## src/design/tbtc_pkg.sv

```systemverilog
// ----------------------------------------------------------------------------
// tbtc_pkg
// Shared types, codes and helpers of the track block traffic controller.
// ----------------------------------------------------------------------------
package tbtc_pkg;

    typedef struct packed {
        logic        command;
        logic        occupied;
        logic [13:0] loco_address;
        logic [9:0]  loco_speed;
        logic [1:0]  loco_dir;
        logic        sensor_cw;
        logic        sensor_ccw;
        logic [1:0]  next_cw_status;
        logic [13:0] next_cw_reserver;
        logic [1:0]  next_ccw_status;
        logic [13:0] next_ccw_reserver;
        logic [1:0]  reserve_sens;
    } t_in_item;

    typedef struct packed {
        logic [3:0]  traffic_state;
        logic [3:0]  detected_event;
        logic [1:0]  network_dir;
        logic        cmd_valid;
        logic [9:0]  cmd_speed;
        logic [1:0]  cmd_dir;
        logic [13:0] cmd_address;
    } t_out_item;

    typedef struct packed {
        logic [9:0] max_speed;
        logic [9:0] brake_speed;
        logic [7:0] speed_margin;
        logic [9:0] resv_timeout;
    } t_cfg;

    // input commands
    localparam logic CMD_TICK    = 1'b0;
    localparam logic CMD_RESERVE = 1'b1;

    // events
    localparam logic [3:0] EV_NONE       = 4'd0;
    localparam logic [3:0] EV_BUSY_ON    = 4'd1;
    localparam logic [3:0] EV_BUSY_OFF   = 4'd2;
    localparam logic [3:0] EV_IDENTIFIED = 4'd3;
    localparam logic [3:0] EV_OVER_LIMIT = 4'd4;
    localparam logic [3:0] EV_SPEED_OK   = 4'd5;
    localparam logic [3:0] EV_NEXT_BUSY  = 4'd6;
    localparam logic [3:0] EV_BRAKE      = 4'd7;
    localparam logic [3:0] EV_STOP       = 4'd8;
    localparam logic [3:0] EV_DANGEROUS  = 4'd9;

    // travel direction
    localparam logic [1:0] DIR_UNKNOWN = 2'd0;
    localparam logic [1:0] DIR_CW      = 2'd1;
    localparam logic [1:0] DIR_CCW     = 2'd2;
    localparam logic [1:0] DIR_INVALID = 2'd3;

    // drive direction
    localparam logic [1:0] LDIR_FWD = 2'd1;
    localparam logic [1:0] LDIR_REV = 2'd2;

    // next block status
    localparam logic [1:0] NB_ABSENT = 2'd0;
    localparam logic [1:0] NB_BUSY   = 2'd2;

    // configuration register indexes
    localparam logic [1:0] CFG_MAX_SPEED    = 2'd0;
    localparam logic [1:0] CFG_BRAKE_SPEED  = 2'd1;
    localparam logic [1:0] CFG_SPEED_TOL    = 2'd2;
    localparam logic [1:0] CFG_RESV_TIMEOUT = 2'd3;

    localparam logic [9:0]  MOVING_THRESHOLD  = 10'd20;
    localparam logic [9:0]  DEFAULT_TARGET    = 10'd1000;
    localparam logic [9:0]  RST_MAX_SPEED     = 10'd1000;
    localparam logic [9:0]  RST_BRAKE_SPEED   = 10'd200;
    localparam logic [7:0]  RST_SPEED_TOL     = 8'd20;
    localparam logic [9:0]  RST_RESV_TIMEOUT  = 10'd15;
    localparam logic [13:0] ADDR_KNOWN_MIN    = 14'd2;

    function automatic logic close_speeds(input logic [9:0] a, input logic [9:0] b,
                                          input logic [7:0] tol);
        logic [9:0] d;
        d = (a > b) ? (a - b) : (b - a);
        return d <= {2'b00, tol};
    endfunction

endpackage

```

## src/design/tbtc_in_if.sv

```systemverilog
// ----------------------------------------------------------------------------
// tbtc_in_if
// Input channel: one tick or reservation beat per handshake.
// ----------------------------------------------------------------------------
interface tbtc_in_if;
    logic               valid;
    logic               ready;
    tbtc_pkg::t_in_item data;

    modport source (output valid, output data, input ready);
    modport sink (input valid, input data, output ready);
endinterface

```

## src/design/tbtc_out_if.sv

```systemverilog
// ----------------------------------------------------------------------------
// tbtc_out_if
// Result channel: one result beat per handshake.
// ----------------------------------------------------------------------------
interface tbtc_out_if;
    logic                valid;
    logic                ready;
    tbtc_pkg::t_out_item data;

    modport source (output valid, output data, input ready);
    modport sink (input valid, input data, output ready);
endinterface

```

## src/design/tbtc_ctrl.sv

```systemverilog
// ----------------------------------------------------------------------------
// tbtc_ctrl
// Block state registers and the single-pass next-state and result logic.
// ----------------------------------------------------------------------------
module tbtc_ctrl (
    input  logic                i_clk,
    input  logic                i_rst_n,
    input  logic                i_en,
    input  tbtc_pkg::t_in_item  i_item,
    input  tbtc_pkg::t_cfg      i_cfg,
    output tbtc_pkg::t_out_item o_result
);

    typedef enum logic [3:0] {
        ST_FREE        = 4'd0,
        ST_RESERVED    = 4'd1,
        ST_OCC_UNKNOWN = 4'd2,
        ST_OCC_KNOWN   = 4'd3,
        ST_RUNNING     = 4'd4,
        ST_LIMITED     = 4'd5,
        ST_SLOWING     = 4'd6,
        ST_STOPPING    = 4'd7,
        ST_STOPPED     = 4'd8
    } t_state;

    t_state      r_state, n_state;
    logic [1:0]  r_tdir, n_tdir;
    logic [9:0]  r_last, n_last;
    logic [13:0] r_held, n_held;
    logic [1:0]  r_hdir, n_hdir;
    logic [13:0] r_rtrain, n_rtrain;
    logic [1:0]  r_rdir, n_rdir;
    logic [9:0]  r_rage, n_rage;

    logic [3:0]  ev;
    logic        cmd_on;
    logic [9:0]  cmd_spd;
    logic        busy;
    logic        addr_ok;
    logic [1:0]  nb_st;
    logic [13:0] nb_res;
    logic        nb_blocked;

    always_comb begin
        n_state    = r_state;
        n_tdir     = r_tdir;
        n_last     = r_last;
        n_held     = r_held;
        n_hdir     = r_hdir;
        n_rtrain   = r_rtrain;
        n_rdir     = r_rdir;
        n_rage     = r_rage;
        ev         = tbtc_pkg::EV_NONE;
        cmd_on     = 1'b0;
        cmd_spd    = 10'd0;
        nb_st      = tbtc_pkg::NB_ABSENT;
        nb_res     = 14'd0;
        nb_blocked = 1'b0;
        busy       = i_item.occupied;
        addr_ok    = i_item.loco_address >= tbtc_pkg::ADDR_KNOWN_MIN;

        if (i_item.command == tbtc_pkg::CMD_RESERVE) begin
            if ((r_state == ST_FREE || r_state == ST_RESERVED) && addr_ok) begin
                n_rtrain = i_item.loco_address;
                n_rdir   = (i_item.reserve_sens == tbtc_pkg::DIR_INVALID) ?
                           tbtc_pkg::DIR_UNKNOWN : i_item.reserve_sens;
                n_rage   = 10'd0;
                n_state  = ST_RESERVED;
            end
        end else begin
            // reservation ageing
            if (r_rtrain >= tbtc_pkg::ADDR_KNOWN_MIN && !busy) begin
                if (r_rage >= i_cfg.resv_timeout) begin
                    n_rtrain = 14'd0;
                    n_rdir   = tbtc_pkg::DIR_UNKNOWN;
                    n_rage   = 10'd0;
                    if (r_state == ST_RESERVED) begin
                        n_state = ST_FREE;
                    end
                end else begin
                    n_rage = r_rage + 10'd1;
                end
            end

            // event detection
            if (n_state == ST_RESERVED) begin
                ev = busy ? tbtc_pkg::EV_BUSY_ON : tbtc_pkg::EV_NONE;
            end else begin
                if (busy && addr_ok && r_tdir == tbtc_pkg::DIR_UNKNOWN) begin
                    if (i_item.sensor_ccw && !i_item.sensor_cw) begin
                        n_tdir = tbtc_pkg::DIR_CW;
                    end else if (i_item.sensor_cw && !i_item.sensor_ccw) begin
                        n_tdir = tbtc_pkg::DIR_CCW;
                    end else if (i_item.loco_dir == tbtc_pkg::LDIR_FWD) begin
                        n_tdir = tbtc_pkg::DIR_CW;
                    end else if (i_item.loco_dir == tbtc_pkg::LDIR_REV) begin
                        n_tdir = tbtc_pkg::DIR_CCW;
                    end
                end
                if (n_tdir == tbtc_pkg::DIR_CW) begin
                    nb_st  = i_item.next_cw_status;
                    nb_res = i_item.next_cw_reserver;
                end else if (n_tdir == tbtc_pkg::DIR_CCW) begin
                    nb_st  = i_item.next_ccw_status;
                    nb_res = i_item.next_ccw_reserver;
                end
                nb_blocked = (nb_st != tbtc_pkg::NB_ABSENT) &&
                             (nb_st >= tbtc_pkg::NB_BUSY ||
                              (nb_res >= tbtc_pkg::ADDR_KNOWN_MIN &&
                               nb_res != i_item.loco_address));

                if (n_state == ST_STOPPED && busy && addr_ok &&
                    i_item.loco_speed > tbtc_pkg::MOVING_THRESHOLD) begin
                    ev = (i_item.loco_address == r_held && i_item.loco_dir == r_hdir) ?
                         tbtc_pkg::EV_DANGEROUS : tbtc_pkg::EV_IDENTIFIED;
                end else if (!busy) begin
                    ev = tbtc_pkg::EV_BUSY_OFF;
                end else if (!addr_ok) begin
                    ev = tbtc_pkg::EV_BUSY_ON;
                end else if (nb_blocked) begin
                    if (n_tdir == tbtc_pkg::DIR_CW) begin
                        ev = i_item.sensor_ccw ? tbtc_pkg::EV_STOP :
                             (i_item.sensor_cw ? tbtc_pkg::EV_BRAKE : tbtc_pkg::EV_NEXT_BUSY);
                    end else begin
                        ev = i_item.sensor_cw ? tbtc_pkg::EV_STOP :
                             (i_item.sensor_ccw ? tbtc_pkg::EV_BRAKE : tbtc_pkg::EV_NEXT_BUSY);
                    end
                end else if (i_item.loco_speed > i_cfg.max_speed &&
                             !tbtc_pkg::close_speeds(i_item.loco_speed, i_cfg.max_speed,
                                                     i_cfg.speed_margin)) begin
                    ev = tbtc_pkg::EV_OVER_LIMIT;
                end else if (n_state == ST_LIMITED && i_item.loco_speed <= i_cfg.max_speed) begin
                    ev = tbtc_pkg::EV_SPEED_OK;
                end else begin
                    ev = tbtc_pkg::EV_IDENTIFIED;
                end
            end

            // state handling
            if (ev == tbtc_pkg::EV_BUSY_OFF) begin
                n_held  = 14'd0;
                n_hdir  = 2'd0;
                n_tdir  = tbtc_pkg::DIR_UNKNOWN;
                n_last  = tbtc_pkg::DEFAULT_TARGET;
                n_state = ST_FREE;
            end else if (!busy && n_state != ST_RESERVED) begin
                n_state = ST_FREE;
            end else begin
                if (busy && n_state == ST_FREE) begin
                    n_state = addr_ok ? ST_OCC_KNOWN : ST_OCC_UNKNOWN;
                end
                case (n_state)
                    ST_RUNNING: begin
                        if (n_tdir == tbtc_pkg::DIR_UNKNOWN) begin
                            n_state = ST_OCC_KNOWN;
                        end else if (ev == tbtc_pkg::EV_OVER_LIMIT) begin
                            if (!tbtc_pkg::close_speeds(r_last, i_cfg.max_speed,
                                                        i_cfg.speed_margin)) begin
                                cmd_on  = 1'b1;
                                cmd_spd = i_cfg.max_speed;
                                n_last  = i_cfg.max_speed;
                                n_state = ST_LIMITED;
                            end
                        end else if (ev == tbtc_pkg::EV_BRAKE) begin
                            if (!tbtc_pkg::close_speeds(r_last, i_cfg.brake_speed,
                                                        i_cfg.speed_margin)) begin
                                cmd_on  = 1'b1;
                                cmd_spd = i_cfg.brake_speed;
                                n_last  = i_cfg.brake_speed;
                            end
                            n_state = ST_SLOWING;
                        end
                    end
                    ST_SLOWING: begin
                        if (ev == tbtc_pkg::EV_STOP) begin
                            if (!tbtc_pkg::close_speeds(r_last, 10'd0, i_cfg.speed_margin)) begin
                                cmd_on  = 1'b1;
                                cmd_spd = 10'd0;
                                n_last  = 10'd0;
                            end
                            n_held  = i_item.loco_address;
                            n_hdir  = i_item.loco_dir;
                            n_state = ST_STOPPING;
                        end
                    end
                    ST_STOPPING: begin
                        if (tbtc_pkg::close_speeds(i_item.loco_speed, 10'd0,
                                                   i_cfg.speed_margin)) begin
                            n_state = ST_STOPPED;
                        end
                    end
                    ST_STOPPED: begin
                        if (ev == tbtc_pkg::EV_DANGEROUS) begin
                            cmd_on  = 1'b1;
                            cmd_spd = 10'd0;
                            n_last  = 10'd0;
                        end
                    end
                    ST_OCC_UNKNOWN: begin
                        if (ev == tbtc_pkg::EV_IDENTIFIED) begin
                            n_state = ST_OCC_KNOWN;
                        end
                    end
                    ST_OCC_KNOWN: begin
                        if (n_tdir != tbtc_pkg::DIR_UNKNOWN) begin
                            n_state = ST_RUNNING;
                        end
                    end
                    ST_LIMITED: begin
                        if (ev == tbtc_pkg::EV_SPEED_OK) begin
                            n_state = ST_RUNNING;
                        end
                    end
                    ST_RESERVED: begin
                        if (ev == tbtc_pkg::EV_BUSY_ON) begin
                            n_tdir   = n_rdir;
                            n_rtrain = 14'd0;
                            n_rdir   = tbtc_pkg::DIR_UNKNOWN;
                            n_rage   = 10'd0;
                            n_state  = ST_OCC_KNOWN;
                        end
                    end
                    default: begin
                    end
                endcase
            end
        end

        o_result.traffic_state  = n_state;
        o_result.detected_event = ev;
        o_result.network_dir    = n_tdir;
        o_result.cmd_valid      = cmd_on;
        o_result.cmd_speed      = cmd_on ? cmd_spd : 10'd0;
        o_result.cmd_dir        = cmd_on ? i_item.loco_dir : 2'd0;
        o_result.cmd_address    = cmd_on ? i_item.loco_address : 14'd0;
    end

    always_ff @(posedge i_clk) begin
        if (!i_rst_n) begin
            r_state  <= ST_FREE;
            r_tdir   <= tbtc_pkg::DIR_UNKNOWN;
            r_last   <= tbtc_pkg::DEFAULT_TARGET;
            r_held   <= 14'd0;
            r_hdir   <= 2'd0;
            r_rtrain <= 14'd0;
            r_rdir   <= tbtc_pkg::DIR_UNKNOWN;
            r_rage   <= 10'd0;
        end else if (i_en) begin
            r_state  <= n_state;
            r_tdir   <= n_tdir;
            r_last   <= n_last;
            r_held   <= n_held;
            r_hdir   <= n_hdir;
            r_rtrain <= n_rtrain;
            r_rdir   <= n_rdir;
            r_rage   <= n_rage;
        end
    end

    // a reserved block always has a known reserving train
    a_resv_has_train: assert property (@(posedge i_clk) disable iff (!i_rst_n)
        r_state == ST_RESERVED |-> r_rtrain >= tbtc_pkg::ADDR_KNOWN_MIN)
        else $error("reserved block without reserving train");

    // a held train exists only while stopping or stopped
    a_held_only_stop: assert property (@(posedge i_clk) disable iff (!i_rst_n)
        r_held != 14'd0 |-> (r_state == ST_STOPPING || r_state == ST_STOPPED))
        else $error("held train outside stop states");

    // moving states need a known travel direction
    a_moving_has_dir: assert property (@(posedge i_clk) disable iff (!i_rst_n)
        (r_state == ST_RUNNING || r_state == ST_LIMITED || r_state == ST_SLOWING ||
         r_state == ST_STOPPING || r_state == ST_STOPPED) |-> r_tdir != tbtc_pkg::DIR_UNKNOWN)
        else $error("moving state with unknown travel direction");

endmodule

```

## src/design/track_block_traffic_controller.sv

```systemverilog
// ----------------------------------------------------------------------------
// track_block_traffic_controller
// Traffic supervision of one track block: one result beat per input beat.
// ----------------------------------------------------------------------------
// Each input beat (periodic tick or reservation) yields exactly one result
// beat. An input beat is registered, evaluated against the block state and
// the result is registered, so one beat is taken every cycle while the output
// is not stalled. The output register decouples the sides: while a result
// waits, one more beat is still taken into the empty input register; with
// both registers full the input stalls until the waiting result is taken.
// Configuration writes take effect on the next beat; the user must make them
// only while no beat is in flight, and the block itself does not enforce it.
module track_block_traffic_controller (
    input  logic             i_clk,
    input  logic             i_rst_n,
    input  logic             i_cfg_we,
    input  logic [1:0]       i_cfg_index,
    input  logic [9:0]       i_cfg_data,
    tbtc_in_if.sink          i_in,
    tbtc_out_if.source       o_out
);

    tbtc_pkg::t_cfg      r_cfg;
    logic                r_in_valid;
    tbtc_pkg::t_in_item  r_in;
    logic                r_out_valid;
    tbtc_pkg::t_out_item r_out;
    tbtc_pkg::t_out_item result;
    logic                advance;

    assign advance    = !r_out_valid || o_out.ready;
    assign i_in.ready = !r_in_valid || advance;

    assign o_out.valid = r_out_valid;
    assign o_out.data  = r_out;

    always_ff @(posedge i_clk) begin
        if (!i_rst_n) begin
            r_cfg.max_speed    <= tbtc_pkg::RST_MAX_SPEED;
            r_cfg.brake_speed  <= tbtc_pkg::RST_BRAKE_SPEED;
            r_cfg.speed_margin <= tbtc_pkg::RST_SPEED_TOL;
            r_cfg.resv_timeout <= tbtc_pkg::RST_RESV_TIMEOUT;
        end else if (i_cfg_we) begin
            case (i_cfg_index)
                tbtc_pkg::CFG_MAX_SPEED:    r_cfg.max_speed    <= i_cfg_data;
                tbtc_pkg::CFG_BRAKE_SPEED:  r_cfg.brake_speed  <= i_cfg_data;
                tbtc_pkg::CFG_SPEED_TOL:    r_cfg.speed_margin <= i_cfg_data[7:0];
                tbtc_pkg::CFG_RESV_TIMEOUT: r_cfg.resv_timeout <= i_cfg_data;
                default: begin
                end
            endcase
        end
    end

    always_ff @(posedge i_clk) begin
        if (!i_rst_n) begin
            r_in_valid <= 1'b0;
        end else if (i_in.ready) begin
            r_in_valid <= i_in.valid;
        end
        if (i_in.ready && i_in.valid) begin
            r_in <= i_in.data;
        end
    end

    always_ff @(posedge i_clk) begin
        if (!i_rst_n) begin
            r_out_valid <= 1'b0;
        end else if (advance) begin
            r_out_valid <= r_in_valid;
        end
        if (advance && r_in_valid) begin
            r_out <= result;
        end
    end

    tbtc_ctrl u_ctrl (
        .i_clk    (i_clk),
        .i_rst_n  (i_rst_n),
        .i_en     (r_in_valid && advance),
        .i_item   (r_in),
        .i_cfg    (r_cfg),
        .o_result (result)
    );

endmodule

```

## src/flat_wrapper.sv

```systemverilog
// flat-port wrapper written by rule: the top's interface ports become plain ports
module track_block_traffic_controller_flat 
  (i_clk, i_rst_n, i_cfg_we, i_cfg_index, i_cfg_data, i_in_valid, i_in_data, i_in_ready, o_out_valid, o_out_data, o_out_ready);
  tbtc_in_if i_in_i ();
  tbtc_out_if o_out_i ();
  input  logic i_clk;
  input  logic i_rst_n;
  input  logic i_cfg_we;
  input  logic [1:0] i_cfg_index;
  input  logic [9:0] i_cfg_data;
  input wire logic [$bits(i_in_i.valid)-1:0] i_in_valid;
  input wire logic [$bits(i_in_i.data)-1:0] i_in_data;
  output wire logic [$bits(i_in_i.ready)-1:0] i_in_ready;
  output wire logic [$bits(o_out_i.valid)-1:0] o_out_valid;
  output wire logic [$bits(o_out_i.data)-1:0] o_out_data;
  input wire logic [$bits(o_out_i.ready)-1:0] o_out_ready;
  assign i_in_i.valid = i_in_valid;
  assign i_in_i.data = i_in_data;
  assign i_in_ready = i_in_i.ready;
  assign o_out_valid = o_out_i.valid;
  assign o_out_data = o_out_i.data;
  assign o_out_i.ready = o_out_ready;
  track_block_traffic_controller u_core (.i_clk(i_clk), .i_rst_n(i_rst_n), .i_cfg_we(i_cfg_we), .i_cfg_index(i_cfg_index), .i_cfg_data(i_cfg_data), .i_in(i_in_i), .o_out(o_out_i));
endmodule
```

## config.mk

```make
export PLATFORM = sky130hd
export DESIGN_NAME = track_block_traffic_controller_flat
export DESIGN_NICKNAME = d
export VERILOG_FILES = /design/src/design/tbtc_pkg.sv /design/src/design/tbtc_in_if.sv /design/src/design/tbtc_out_if.sv /design/src/design/tbtc_ctrl.sv /design/src/design/track_block_traffic_controller.sv /design/src/flat_wrapper.sv
export SDC_FILE = /design/constraint.sdc
export NUM_CORES = 1
export LEC_CHECK = 0
export ABC_CLOCK_PERIOD_IN_PS = 6300
export BUFFER_PORTS_ARGS = -buffer_cell sky130_fd_sc_hd__buf_2
export CAP_MARGIN = 0
export CORE_ASPECT_RATIO = 2
export CORE_MARGIN = 2
export CORE_UTILIZATION = 55
export DETAILED_ROUTE_END_ITERATION = 16
export PLACE_DENSITY = 0.73
export SLEW_MARGIN = 20
export SYNTH_ARGS = -nofsm -noshare
export SYNTH_HDL_FRONTEND = slang
export SYNTH_SLANG_ARGS = --single-unit
```

## constraint.sdc

```tcl
create_clock -name i_clk -period 6.3 [get_ports i_clk]
set_input_delay 1.26 -clock i_clk [delete_from_list [all_inputs] [get_ports i_clk]]
set_output_delay 1.26 -clock i_clk [all_outputs]
set_load 0.005 [all_outputs]
```

==> results of run 1 <==
sequential cells by signal, indices dropped and copies added, names as in the netlist:
signal / flops
u_core.r_in_valid: 1
u_core.u_ctrl.r_hdir: 2
u_core.u_ctrl.r_state: 4
u_core.u_ctrl.r_held: 14
u_core.u_ctrl.r_rage: 10
u_core.r_cfg: 38
u_core.u_ctrl.r_rdir: 2
u_core.u_ctrl.r_rtrain: 13
u_core.u_ctrl.r_tdir: 2
u_core.o_out.data: 37
u_core.r_in: 64
u_core.u_ctrl.r_last: 10
u_core.o_out.valid: 1
layer usage:
layer,vias up,share of wire,track usage
met5,-,0,0
met4,0,0.11,0.302
met3,218,0.045,0.0452
met2,459,0.53,0.613
met1,5357,0.32,0.295
li1,5240,-,-
final timing paths:
kind	start	to
max	u_core.r_in[38]$_DFFE_PP_	u_core.o_out.data[4]$_SDFFCE_PN0P_
min	u_core.r_cfg[17]$_SDFFE_PN0P_	u_core.r_cfg[17]$_SDFFE_PN0P_
max reg2reg	u_core.r_in[38]$_DFFE_PP_	u_core.o_out.data[4]$_SDFFCE_PN0P_
min reg2reg	u_core.r_cfg[17]$_SDFFE_PN0P_	u_core.r_cfg[17]$_SDFFE_PN0P_
power groups by stage:
stage / Sequential, mW / Clock, mW / Combinational, mW
after floorplan: 1.47 / 0 / 0.442
after global placement: 1.49 / 0 / 0.623
after detailed placement: 1.49 / 0 / 0.635
after CTS: 1.46 / 1.07 / 0.639
after global routing: 1.47 / 1.11 / 0.713
final: 1.46 / 1.06 / 0.651
critical path, delay by kind of cell, from the launching register on:
kind | cells | cell delay, ns
AOI/OAI and AO/OA | 11 | 2.56
adders and majority gates | 3 | 0.99
and+or+nand+nor | 4 | 0.69
buffers and inverters | 4 | 0.54
DFF | 1 | 0.43
muxes | 1 | 0.33
xor gates and xnor gates | 1 | 0.17
kinds of logic (layout without fill, tap and decap cells):
kind of cell | count (synthesis) | count (layout) | share of synthesized area
compound gates | 372 | 372 | 0.205
xor+xnor | 49 | 49 | 0.0333
fa+ha+maj | 115 | 115 | 0.115
buf+inv | 154 | 273 | 0.0476
flops | 198 | 198 | 0.386
mux | 38 | 38 | 0.0323
simple gates | 449 | 449 | 0.181
timing repair:
action	in CTS	in global routing
endpoints found under the hold margin	0	0
setup buffers	0	4
setup endpoints to repair	0	53
resized for setup	0	3
final cells by class:
| cell class | count | area, µm² |
|---|---|---|
| Timing Repair Buffer | 156 | 911 |
| Sequential cell | 198 | 4970 |
| Clock inverter | 12 | 108 |
| Fill cell | 2074 | 8670 |
| Multi-Input combinational cell | 1023 | 7330 |
| Clock buffer | 20 | 458 |
| Inverter | 85 | 319 |
| Tap cell | 283 | 354 |
cells in the final DEF, fill, tap and decap left out, drive strengths merged, types with 21 or more instances in the layout:
master	netlist	routed
o211ai	27	27
a21o	24	24
and2	28	28
nor2	48	48
inv	84	92
buf	10	156
nand3	24	24
edfxtp	101	101
o21ai	77	77
xnor2	24	24
nand4	21	21
nor2b	36	36
a21oi	62	62
xor2	25	25
a21boi	41	41
a22oi	24	24
nand2	173	173
ha	109	109
mux2i	27	27
dfxtp	97	97
nor3	21	21
==> metrics.yaml, run 1 <==
status: "finished, final reports clean"
slew_viol_final: 0
holdWs_ns: 0.473
synthDominantCellAreaShare: 0.235
ys_ff_latch: 198
rsz0062_at_grt: "false"
syn-cell-area_um2: 12900
post_dp_cell_area_um2: 13800
path_class: "flip-flop to flip-flop"
hold_viol: 0
start_kind: "flip-flop"
grt_usage: 0.326
antennaDiodeCount: 0
fp.dieH_um: 221
fin_cells: 1777
via_per_inst: 6.34
grt_pass1_wl_mm: 61.4
critPathMaxFanout: 17
arrival_ns: 6.15
num_vias: 11300
synth_ff_type: "edfxtp_1"
clock_sink_count: 198
synth-seq-area-share: 0.386
clkPwrFrac: 0.333
critPathRequiredTime_ns: 6.51
p_leak_nw: 5.91
first_pass_iters: 6
ys_top_cells_by_count: "172 x nand2_1, 109 x ha_1, 101 x edfxtp_1"
synth_area_per_cell_um2: 9.38
area_delta_synth_final_pct: 12.1
cts_htree_levels: 4
yosys_warnings: 0
total_power_mw: 3.17
gp_congestion: 1.02
grt_pass1_vias: 11200
ios: 120
dieWidth_um: 112
cts-root-buf: "clkbuf_16"
port_buffers: 119
p_per_area_nw_per_um2: 219
synth.distinct_cells: 86
fmax_ghz: 0.168
combPwrFrac: 0.205
cts_buffer_depth: 2
setup_ws_ns: 0.353
hpwlAfterDp_mm: 31.8
dp.cells: 1741
clk_latency_ns: 0.46
reg2reg_slack_ns: 0.35
synth_top_area_cell: "edfxtp_1"
synth_edf_count: 101
start_util: 0.558
drtIter0Drc: 724
finClkSkew_ns: 0.0129
p_seq_frac: 0.461
ant_nets: 0
max_slew_margin: 0.350
cts_tree: "built"
p_int_mw: 2.22
synthTopCellsByArea: "edfxtp_1 24%, dfxtp_1 15%, ha_1 11%, nand2_1 5.0%, o21ai_0 2.8%"
critical_path.endpoint_type: "flip-flop"
tightestPinTransition_ns: 0.962
wl_per_cell_um: 22.7
postLayoutCellArea_um2: 14500
layout-drive-gt1-share: 0.161
cpPeakStageDelay_ns: 0.49
drc_errors: 0
fin_nets: 1677
fp-row-count: 79
switchingPower_uw: 953
drt_wl_total_mm: 40.3
grt_antenna_before_repair: 0
yosysMostFrequentCell: "nand2_1"
ctsHoldBuffers: 0
ir_drop_v: 0.000247
switching_share: 0.300
grt_max_degree: 72
fin_util: 0.625
globalRouteOverflowTotal: 0
synthArstFlopShare: 0
dp_slack_ns: 0.279
cts.clk_slew.worst_paths_ns: 0.08
min_path_type: "flip-flop to flip-flop"
setup_viol: 0
hold_depth: 2
coreArea_um2: 23100
synth_nets: 1571
maxCapViolations: 0
fin_crit_ns: 5.95
synthCells: 1375
die_area_um2: 24800
finalSetupTns_ns: 0
fin_crit_sh: 0.944
slowest_stage: "a2111oi_0"
path_cells: "inv_1 -> ha_1 -> inv_1 -> fa_1 -> a211o_1 -> o211ai_1 -> a21oi_1 -> a21oi_1 -> o21ai_2 -> o311ai_0 -> o211ai_1 -> xor2_1 -> ha_1 -> a2111oi_0 -> a31o_2 -> nand4_1 -> mux2i_1 -> nor3_1 -> and3_1 -> o21bai_1 -> a221oi_4 -> buf_12 -> buf_4 -> and2_1"
worst-r2r-cell-count: 24
cts_buffers: 17
(Power assumes the default switching activity.)
==> run 2: changes to the inputs <==
Settings changed: ABC_AREA from default to 1.
==> run 2 against run 1 <==
  * Sequential share of layout area increased by 1.1 points
  * Register-to-register slack improved by 0.21 ns
  * Synthesized cell count increased by 14%
  * Clock power about the same
  * Highest routed layer unchanged
  * Critical endpoint is now u_core.o_out.data[23]$_SDFFCE_PP0P_
==> metrics.yaml, run 2 <==
yosysMostFrequentCell: "nand2_1"  # unchanged
cts_htree_levels: 4  # unchanged
synth_compound_area_frac: 0.144  # was 0.205
synth_top_area_cell: "edfxtp_1"  # unchanged
drc_errors: 0  # unchanged
grt_antenna_before_repair: 0  # unchanged
area_delta_synth_final_pct: 11.3  # was 12.1%
clock_sink_count: 198  # unchanged
synth-simple-area-share: 0.233  # was 0.181
ys_top_cells_by_count: "361 x nand2_1, 193 x inv_1, 127 x a21oi_1"  # was 172 x nand2_1, 109 x ha_1, 101 x edfxtp_1
final_common_cell: "nand2_1"  # unchanged
final_cell_mix: "358 x nand2_1, 191 x inv_1, 127 x a21oi_1"  # was 171 x nand2_1, 119 x buf_2, 109 x ha_1
hold_viol: 0  # unchanged
ys_ff_latch: 198  # unchanged
synth.distinct_cells: 65  # was 86
synth_xor_area_frac: 0.0265  # was 0.0333
setup_viol: 0  # unchanged
fin_nets: 1874  # was 1,677
synthMuxAreaShare: 0.00428  # was 0.0323
path_class: "flip-flop to flip-flop"  # unchanged
synth-seq-area-share: 0.396  # was 0.386
cts_buffers: 17  # unchanged
synthArstFlopShare: 0  # unchanged
synth_area_per_cell_um2: 8.01  # was 9.38 µm²
drt_wl_total_mm: 38.5  # was 40.3 mm
hp-start: "u_core.r_cfg[4]$_SDFFE_PN0P_"  # was u_core.r_cfg[17]$_SDFFE_PN0P_
fin_crit_ns: 5.74  # was 5.95 ns
die_area_um2: 24200  # was 24,800 µm²
dp_slack_ns: 0.272  # was 0.279 ns
setup_ws_ns: 0.558  # was 0.353 ns
grt_pass1_vias: 11500  # was 11,200
fp-row-count: 78  # was 79
num_vias: 11500  # was 11,300
wl_per_cell_um: 19.5  # was 22.7 µm
largest_reg_flops: 64  # unchanged
finalSetupTns_ns: 0  # unchanged
layout-drive-gt1-share: 0.140  # was 0.161
synth_ff_type: "edfxtp_1"  # unchanged
cts-root-buf: "clkbuf_16"  # unchanged
ir_drop_v: 0.000285  # was 0.000247 V
synthAdderAreaFrac: 0.118  # was 0.115
clk_latency_ns: 0.45  # was 0.46 ns
p_leak_nw: 6.40  # was 5.91 nW
worst_path_most_repeated_cell: "inv_1"
p_per_area_nw_per_um2: 237  # was 219 nW/µm²
rsz0062_at_grt: "false"  # unchanged
cts_tree: "built"  # unchanged
syn-cell-area_um2: 12600  # was 12,900 µm²
first_pass_iters: 5  # was 6
holdWs_ns: 0.461  # was 0.473 ns
hpwlAfterDp_mm: 30.5  # was 31.8 mm
start_util: 0.558  # about the same
fp.dieH_um: 218  # was 221 µm
coreArea_um2: 22500  # was 23,100 µm²
r2r-start: "u_core.r_in[38]$_DFFE_PP_"  # unchanged
start_kind: "flip-flop"  # unchanged
gp_congestion: 1.00  # was 1.02
synth_top_family_by_area: "simple AND/OR/NAND/NOR gates"  # was compound AO/OA/AOI/OAI gates
synth_edf_count: 101  # unchanged
dieWidth_um: 111  # was 112 µm
max_slew_margin: 0.297  # was 0.350
grt_max_degree: 65  # was 72
ctsHoldBuffers: 0  # unchanged
worst-r2r-cell-count: 33  # was 24
hold_depth: 2  # unchanged
cts_buffer_depth: 2  # unchanged
slowest_stage: "or4_1"  # was a2111oi_0
cts.clk_slew.worst_paths_ns: 0.08  # about the same
ios: 120  # unchanged
globalRouteOverflowTotal: 0  # unchanged
hold_end: "u_core.r_cfg[4]$_SDFFE_PN0P_"  # was u_core.r_cfg[17]$_SDFFE_PN0P_
maxCapViolations: 0  # unchanged
cpPeakStageDelay_ns: 0.47  # was 0.49 ns
port_buffers: 119  # unchanged
yosys_warnings: 0  # unchanged
arrival_ns: 6.04  # was 6.15 ns
via_per_inst: 5.83  # was 6.34
slew_viol_final: 0  # unchanged
fmax_ghz: 0.174  # was 0.168 GHz
status: "finished, final reports clean"  # unchanged
grt_pass1_wl_mm: 58.7  # was 61.4 mm
drtIter0Drc: 802  # was 724
synthDominantCellAreaShare: 0.241  # was 0.235
tightestPinTransition_ns: 1.04  # was 0.962 ns
grt_usage: 0.320  # was 0.326
synth_nets: 1765  # was 1,571
fillers: 2065  # was 2,074
largest-register: "u_core.r_in"  # unchanged
r2r_end: "u_core.o_out.data[23]$_SDFFCE_PP0P_"  # was u_core.o_out.data[4]$_SDFFCE_PN0P_
finClkSkew_ns: 0.00860  # was 0.0129 ns
synthCells: 1569  # was 1,375
synthTopCellsByArea: "edfxtp_1 24%, dfxtp_1 15%, ha_1 11%, nand2_1 11%, inv_1 5.8%"  # was edfxtp_1 24%, dfxtp_1 15%, ha_1 11%, nand2_1 5.0%, o21ai_0 2.8%
reg2reg_slack_ns: 0.56  # was 0.35 ns
critPathRequiredTime_ns: 6.60  # was 6.51 ns
critical_path.endpoint_type: "flip-flop"  # unchanged
ant_nets: 0  # unchanged
critPathMaxFanout: 17  # unchanged
min_path_type: "flip-flop to flip-flop"  # unchanged
antennaDiodeCount: 0  # unchanged
fin_crit_sh: 0.911  # was 0.944
-- run 2: cell type report --
cell class	count	area [µm²]	area share
Inverter	205	774	0.0553
Timing Repair Buffer	134	708	0.0506
Multi-Input combinational cell	1122	6630	0.474
Tap cell	280	350	0.0250
Clock inverter	14	119	0.00849
Sequential cell	198	4970	0.355
Clock buffer	18	439	0.0314
-- run 2: per-layer routing --
| metal | wire, µm | vias to the layer above | part of all wire | GRT usage |
|---|---|---|---|---|
| li1 | - | 5514 | - | - |
| met1 | 11700 | 5289 | 0.30 | 0.265 |
| met2 | 20500 | 472 | 0.53 | 0.611 |
| met3 | 1720 | 210 | 0.045 | 0.0523 |
| met4 | 4500 | 0 | 0.12 | 0.317 |
| met5 | 0 | - | 0 | 0 |
-- run 2: where the power goes --
group / switching (mW) / leakage (nW) / internal [mW]
registers: 0.0526 / 1.76 / 1.42
clock network: 0.509 / 0.278 / 0.527
logic: 0.522 / 4.36 / 0.288
total: 1.08 / 6.40 / 2.23
-- run 2: stage by stage --
stage | util | area (µm²) | power [mW] | cells
3_3_place_gp | 0.594 | 13400 | 2.27 | 1936
2_1_floorplan | - | 12600 | 2.05 | 1569
3_5_place_dp | 0.594 | 13400 | 2.29 | 1936
6_report | 0.621 | 14000 | 3.31 | 1971
5_1_grt | 0.621 | 14000 | 3.48 | 1971
4_1_cts | 0.619 | 14000 | 3.30 | 1968
-- run 2: worst max path at each step --
stage,from,end,cells after the start
after floorplan,u_core.u_ctrl.r_last[0]$_SDFFE_PN0P_,u_core.o_out.data[10]$_SDFFCE_PN0P_,31
after detailed placement,u_core.r_in[38]$_DFFE_PP_,u_core.o_out.data[23]$_SDFFCE_PP0P_,33
after CTS,u_core.r_in[38]$_DFFE_PP_,u_core.o_out.data[23]$_SDFFCE_PP0P_,33
after global routing,u_core.r_in[38]$_DFFE_PP_,u_core.o_out.data[23]$_SDFFCE_PP0P_,33
after global placement,u_core.r_in[38]$_DFFE_PP_,u_core.o_out.data[17]$_SDFFCE_PP0P_,33
final,u_core.r_in[38]$_DFFE_PP_,u_core.o_out.data[23]$_SDFFCE_PP0P_,33
-- run 2: critical path, delay by kind of cell, from the launching register on --
family	cells	cell delay (ns)
buf+inv	7	0.62
xor+xnor	1	0.16
flops	1	0.43
simple gates	15	2.24
fa+ha+maj	3	0.93
compound gates	7	1.20
-- run 2: repair_timing --
action | 4_1_cts | 5_1_grt
setup endpoints to repair | 0 | 38
gates resized for setup | 0 | 7
buffers inserted | 0 | 2
-- run 2: logic make-up (layout without fill, tap and decap cells) --
family | Yosys count | after routing
buf+inv | 250 | 371
xor+xnor | 38 | 38
flops | 198 | 198
compound gates | 307 | 307
simple gates | 656 | 657
fa+ha+maj | 115 | 115
mux | 5 | 5
==> run 3: changes to the inputs <==
Settings changed: ABC_AREA 1 to 0, CORE_UTILIZATION 55 to 50, PLACE_DENSITY 0.73 to 0.67, REMOVE_ABC_BUFFERS from default to 1.
==> run 3 against run 2 <==
  * Utilization shrank 5.5 points
  * Critical endpoint is now u_core.o_out.data[20]$_SDFFCE_PP0P_
  * Non-clock buffer count increased by 12
  * Highest routed layer unchanged
  * Routed wire length increased by 4.7%
  * Global-route usage shrank 2.2 points
  * Largest power group unchanged
  * Die area grew 12%
==> metrics.yaml, run 3 (same netlist as run 1, synthesis figures left out) <==
ios: 120  # unchanged
final_cell_mix: "172 x nand2_1, 119 x buf_2, 109 x ha_1"  # was 358 x nand2_1, 191 x inv_1, 127 x a21oi_1
num_vias: 11000  # was 11,500
final_common_cell: "nand2_1"  # unchanged
via_per_inst: 6.04  # was 5.83
fp-row-count: 83  # was 78
grt_pass1_vias: 11000  # was 11,500
p_per_area_nw_per_um2: 221  # was 237 nW/µm²
cts_buffers: 17  # unchanged
cts_tree: "built"  # unchanged
hold_viol: 0  # unchanged
antennaDiodeCount: 0  # unchanged
drtIter0Drc: 783  # was 802
path_class: "flip-flop to flip-flop"  # unchanged
fin_crit_ns: 5.87  # was 5.74 ns
fp.dieH_um: 231  # was 218 µm
dieWidth_um: 118  # was 111 µm
holdWs_ns: 0.472  # was 0.461 ns
post_dp_cell_area_um2: 13800  # was 13,400 µm²
critPathRequiredTime_ns: 6.58  # was 6.60 ns
switchingPower_uw: 936  # was 1.08 mW
setup_viol: 0  # unchanged
combPwrFrac: 0.202  # was 0.244
globalRouteOverflowTotal: 0  # unchanged
fin_util: 0.566  # was 0.621
fmax_ghz: 0.170  # was 0.174 GHz
cts-root-buf: "clkbuf_16"  # unchanged
finalSetupTns_ns: 0  # unchanged
area_delta_synth_final_pct: 12.1  # was 11.3%
ir_drop_v: 0.000238  # was 0.000285 V
coreArea_um2: 25500  # was 22,500 µm²
tightestPinTransition_ns: 1.02  # was 1.04 ns
fin_nets: 1667  # was 1,874
reg2reg_slack_ns: 0.43  # was 0.56 ns
hpwlAfterDp_mm: 31.7  # was 30.5 mm
critical_path.endpoint_type: "flip-flop"  # unchanged
grt_antenna_before_repair: 0  # unchanged
p_int_mw: 2.26  # was 2.23 mW
fin_cells: 1824  # was 1,971
grt_max_degree: 66  # was 65
maxCapViolations: 0  # unchanged
p_seq_frac: 0.458  # was 0.443
max_slew_margin: 0.322  # was 0.297
clkPwrFrac: 0.340  # was 0.313
finClkSkew_ns: 0.0111  # was 0.00860 ns
grt_pass1_wl_mm: 61.4  # was 58.7 mm
critPathMaxFanout: 12  # was 17
dp.cells: 1787  # was 1,936
p_leak_nw: 5.84  # was 6.40 nW
die_area_um2: 27200  # was 24,200 µm²
largest-register: "u_core.r_in"  # unchanged
cts_buffer_depth: 2  # unchanged
postLayoutCellArea_um2: 14500  # was 14,000 µm²
fin_crit_sh: 0.932  # was 0.911
wl_per_cell_um: 22.1  # was 19.5 µm
min_path_type: "flip-flop to flip-flop"  # unchanged
status: "finished, final reports clean"  # unchanged
cts_htree_levels: 4  # unchanged
switching_share: 0.293  # was 0.327
layout-drive-gt1-share: 0.157  # was 0.140
ant_nets: 0  # unchanged
clock_sink_count: 198  # unchanged
arrival_ns: 6.15  # was 6.04 ns
slew_viol_final: 0  # unchanged
drc_errors: 0  # unchanged
grt_usage: 0.298  # was 0.320
start_kind: "flip-flop"  # unchanged
largest_reg_flops: 64  # unchanged
gp_congestion: 0.981  # was 1.00
first_pass_iters: 6  # was 5
drt_wl_total_mm: 40.3  # was 38.5 mm
start_util: 0.505  # was 0.558
port_buffers: 119  # unchanged
cts.clk_slew.worst_paths_ns: 0.07  # was 0.08 ns
clk_latency_ns: 0.46  # was 0.45 ns
==> run 3: cell count changes in the layout (fill, tap and decap cells not counted), moves of 23 or more <==
cell / previous run / this run
nand2_1: 358 / 172
nand3_2: 23 / 0
a21oi_1: 127 / 61
nor2b_1: 0 / 36
inv_1: 191 / 83
a21boi_0: 1 / 30
nor2_1: 117 / 48
mux2i_1: 1 / 26
nand3_1: 78 / 24
and2_1: 0 / 27
==> run 3: area by class of cell <==
type / instances / area, µm²
fill: 2397 / 11100
inverter: 85 / 319
clock inverter: 13 / 145
timing repair buffer: 146 / 823
clock buffer: 19 / 433
multi-input combinational: 1023 / 7350
tap: 340 / 425
sequential: 198 / 4970
==> run 3: stage by stage <==
step	setup WS (ns)	power, mW
final	0.428	3.20
after global routing	-0.00588	3.33
after global placement	0.487	2.11
after detailed placement	0.275	2.12
after floorplan	0.103	1.89
after CTS	0.224	3.20
==> run 3: power groups by stage <==
stage	Clock (mW)	Combinational (mW)	Sequential, mW
detailed placement	0	0.630	1.49
global route	1.15	0.710	1.47
finish	1.09	0.647	1.47
floorplan	0	0.422	1.47
CTS	1.11	0.633	1.46
global placement	0	0.621	1.49
==> run 3: path summary, 6_finish.rpt <==
kind | cells past startpoint | start | to
max reg2reg | 24 | u_core.u_ctrl.r_last[5]$_SDFFE_PN1P_ | u_core.o_out.data[20]$_SDFFCE_PP0P_
min | 2 | u_core.r_cfg[6]$_SDFFE_PN0P_ | u_core.r_cfg[6]$_SDFFE_PN0P_
max | 24 | u_core.u_ctrl.r_last[5]$_SDFFE_PN1P_ | u_core.o_out.data[20]$_SDFFCE_PP0P_
min reg2reg | 2 | u_core.r_cfg[6]$_SDFFE_PN0P_ | u_core.r_cfg[6]$_SDFFE_PN0P_
==> run 3: layer usage <==
metal,vias up,global-route usage,part of all wire
li1,5212,-,-
met1,5232,0.270,0.33
met2,410,0.584,0.55
met3,172,0.0386,0.035
met4,0,0.232,0.087
met5,-,0,0
==> run 3: what timing repair did <==
item / 4_1_cts / 5_1_grt
buffers inserted: 0 / 5
resized for setup: 0 / 8
hold buffers: 0 / 0
setup endpoints to repair: 0 / 51
==> run 3: worst max-delay path: stages (launching register included) <==
cell and delay, ns:
dfxtp_1 0.46, inv_1 0.15, ha_1 0.49, and4_1 0.30
nand4_1 0.15, o21ai_0 0.23, o21ai_1 0.34, and2_1 0.26
a221o_1 0.28, a221oi_1 0.29, xnor2_1 0.16, ha_1 0.26
nand4_1 0.08, or2_2 0.12, nand3_1 0.09, a211oi_1 0.36
nor2_1 0.10, o2111ai_1 0.22, nand4_1 0.14, nor3_1 0.17
buf_4 0.22, o21bai_2 0.09, a221oi_4 0.34, buf_4 0.19
nor3b_1 0.20
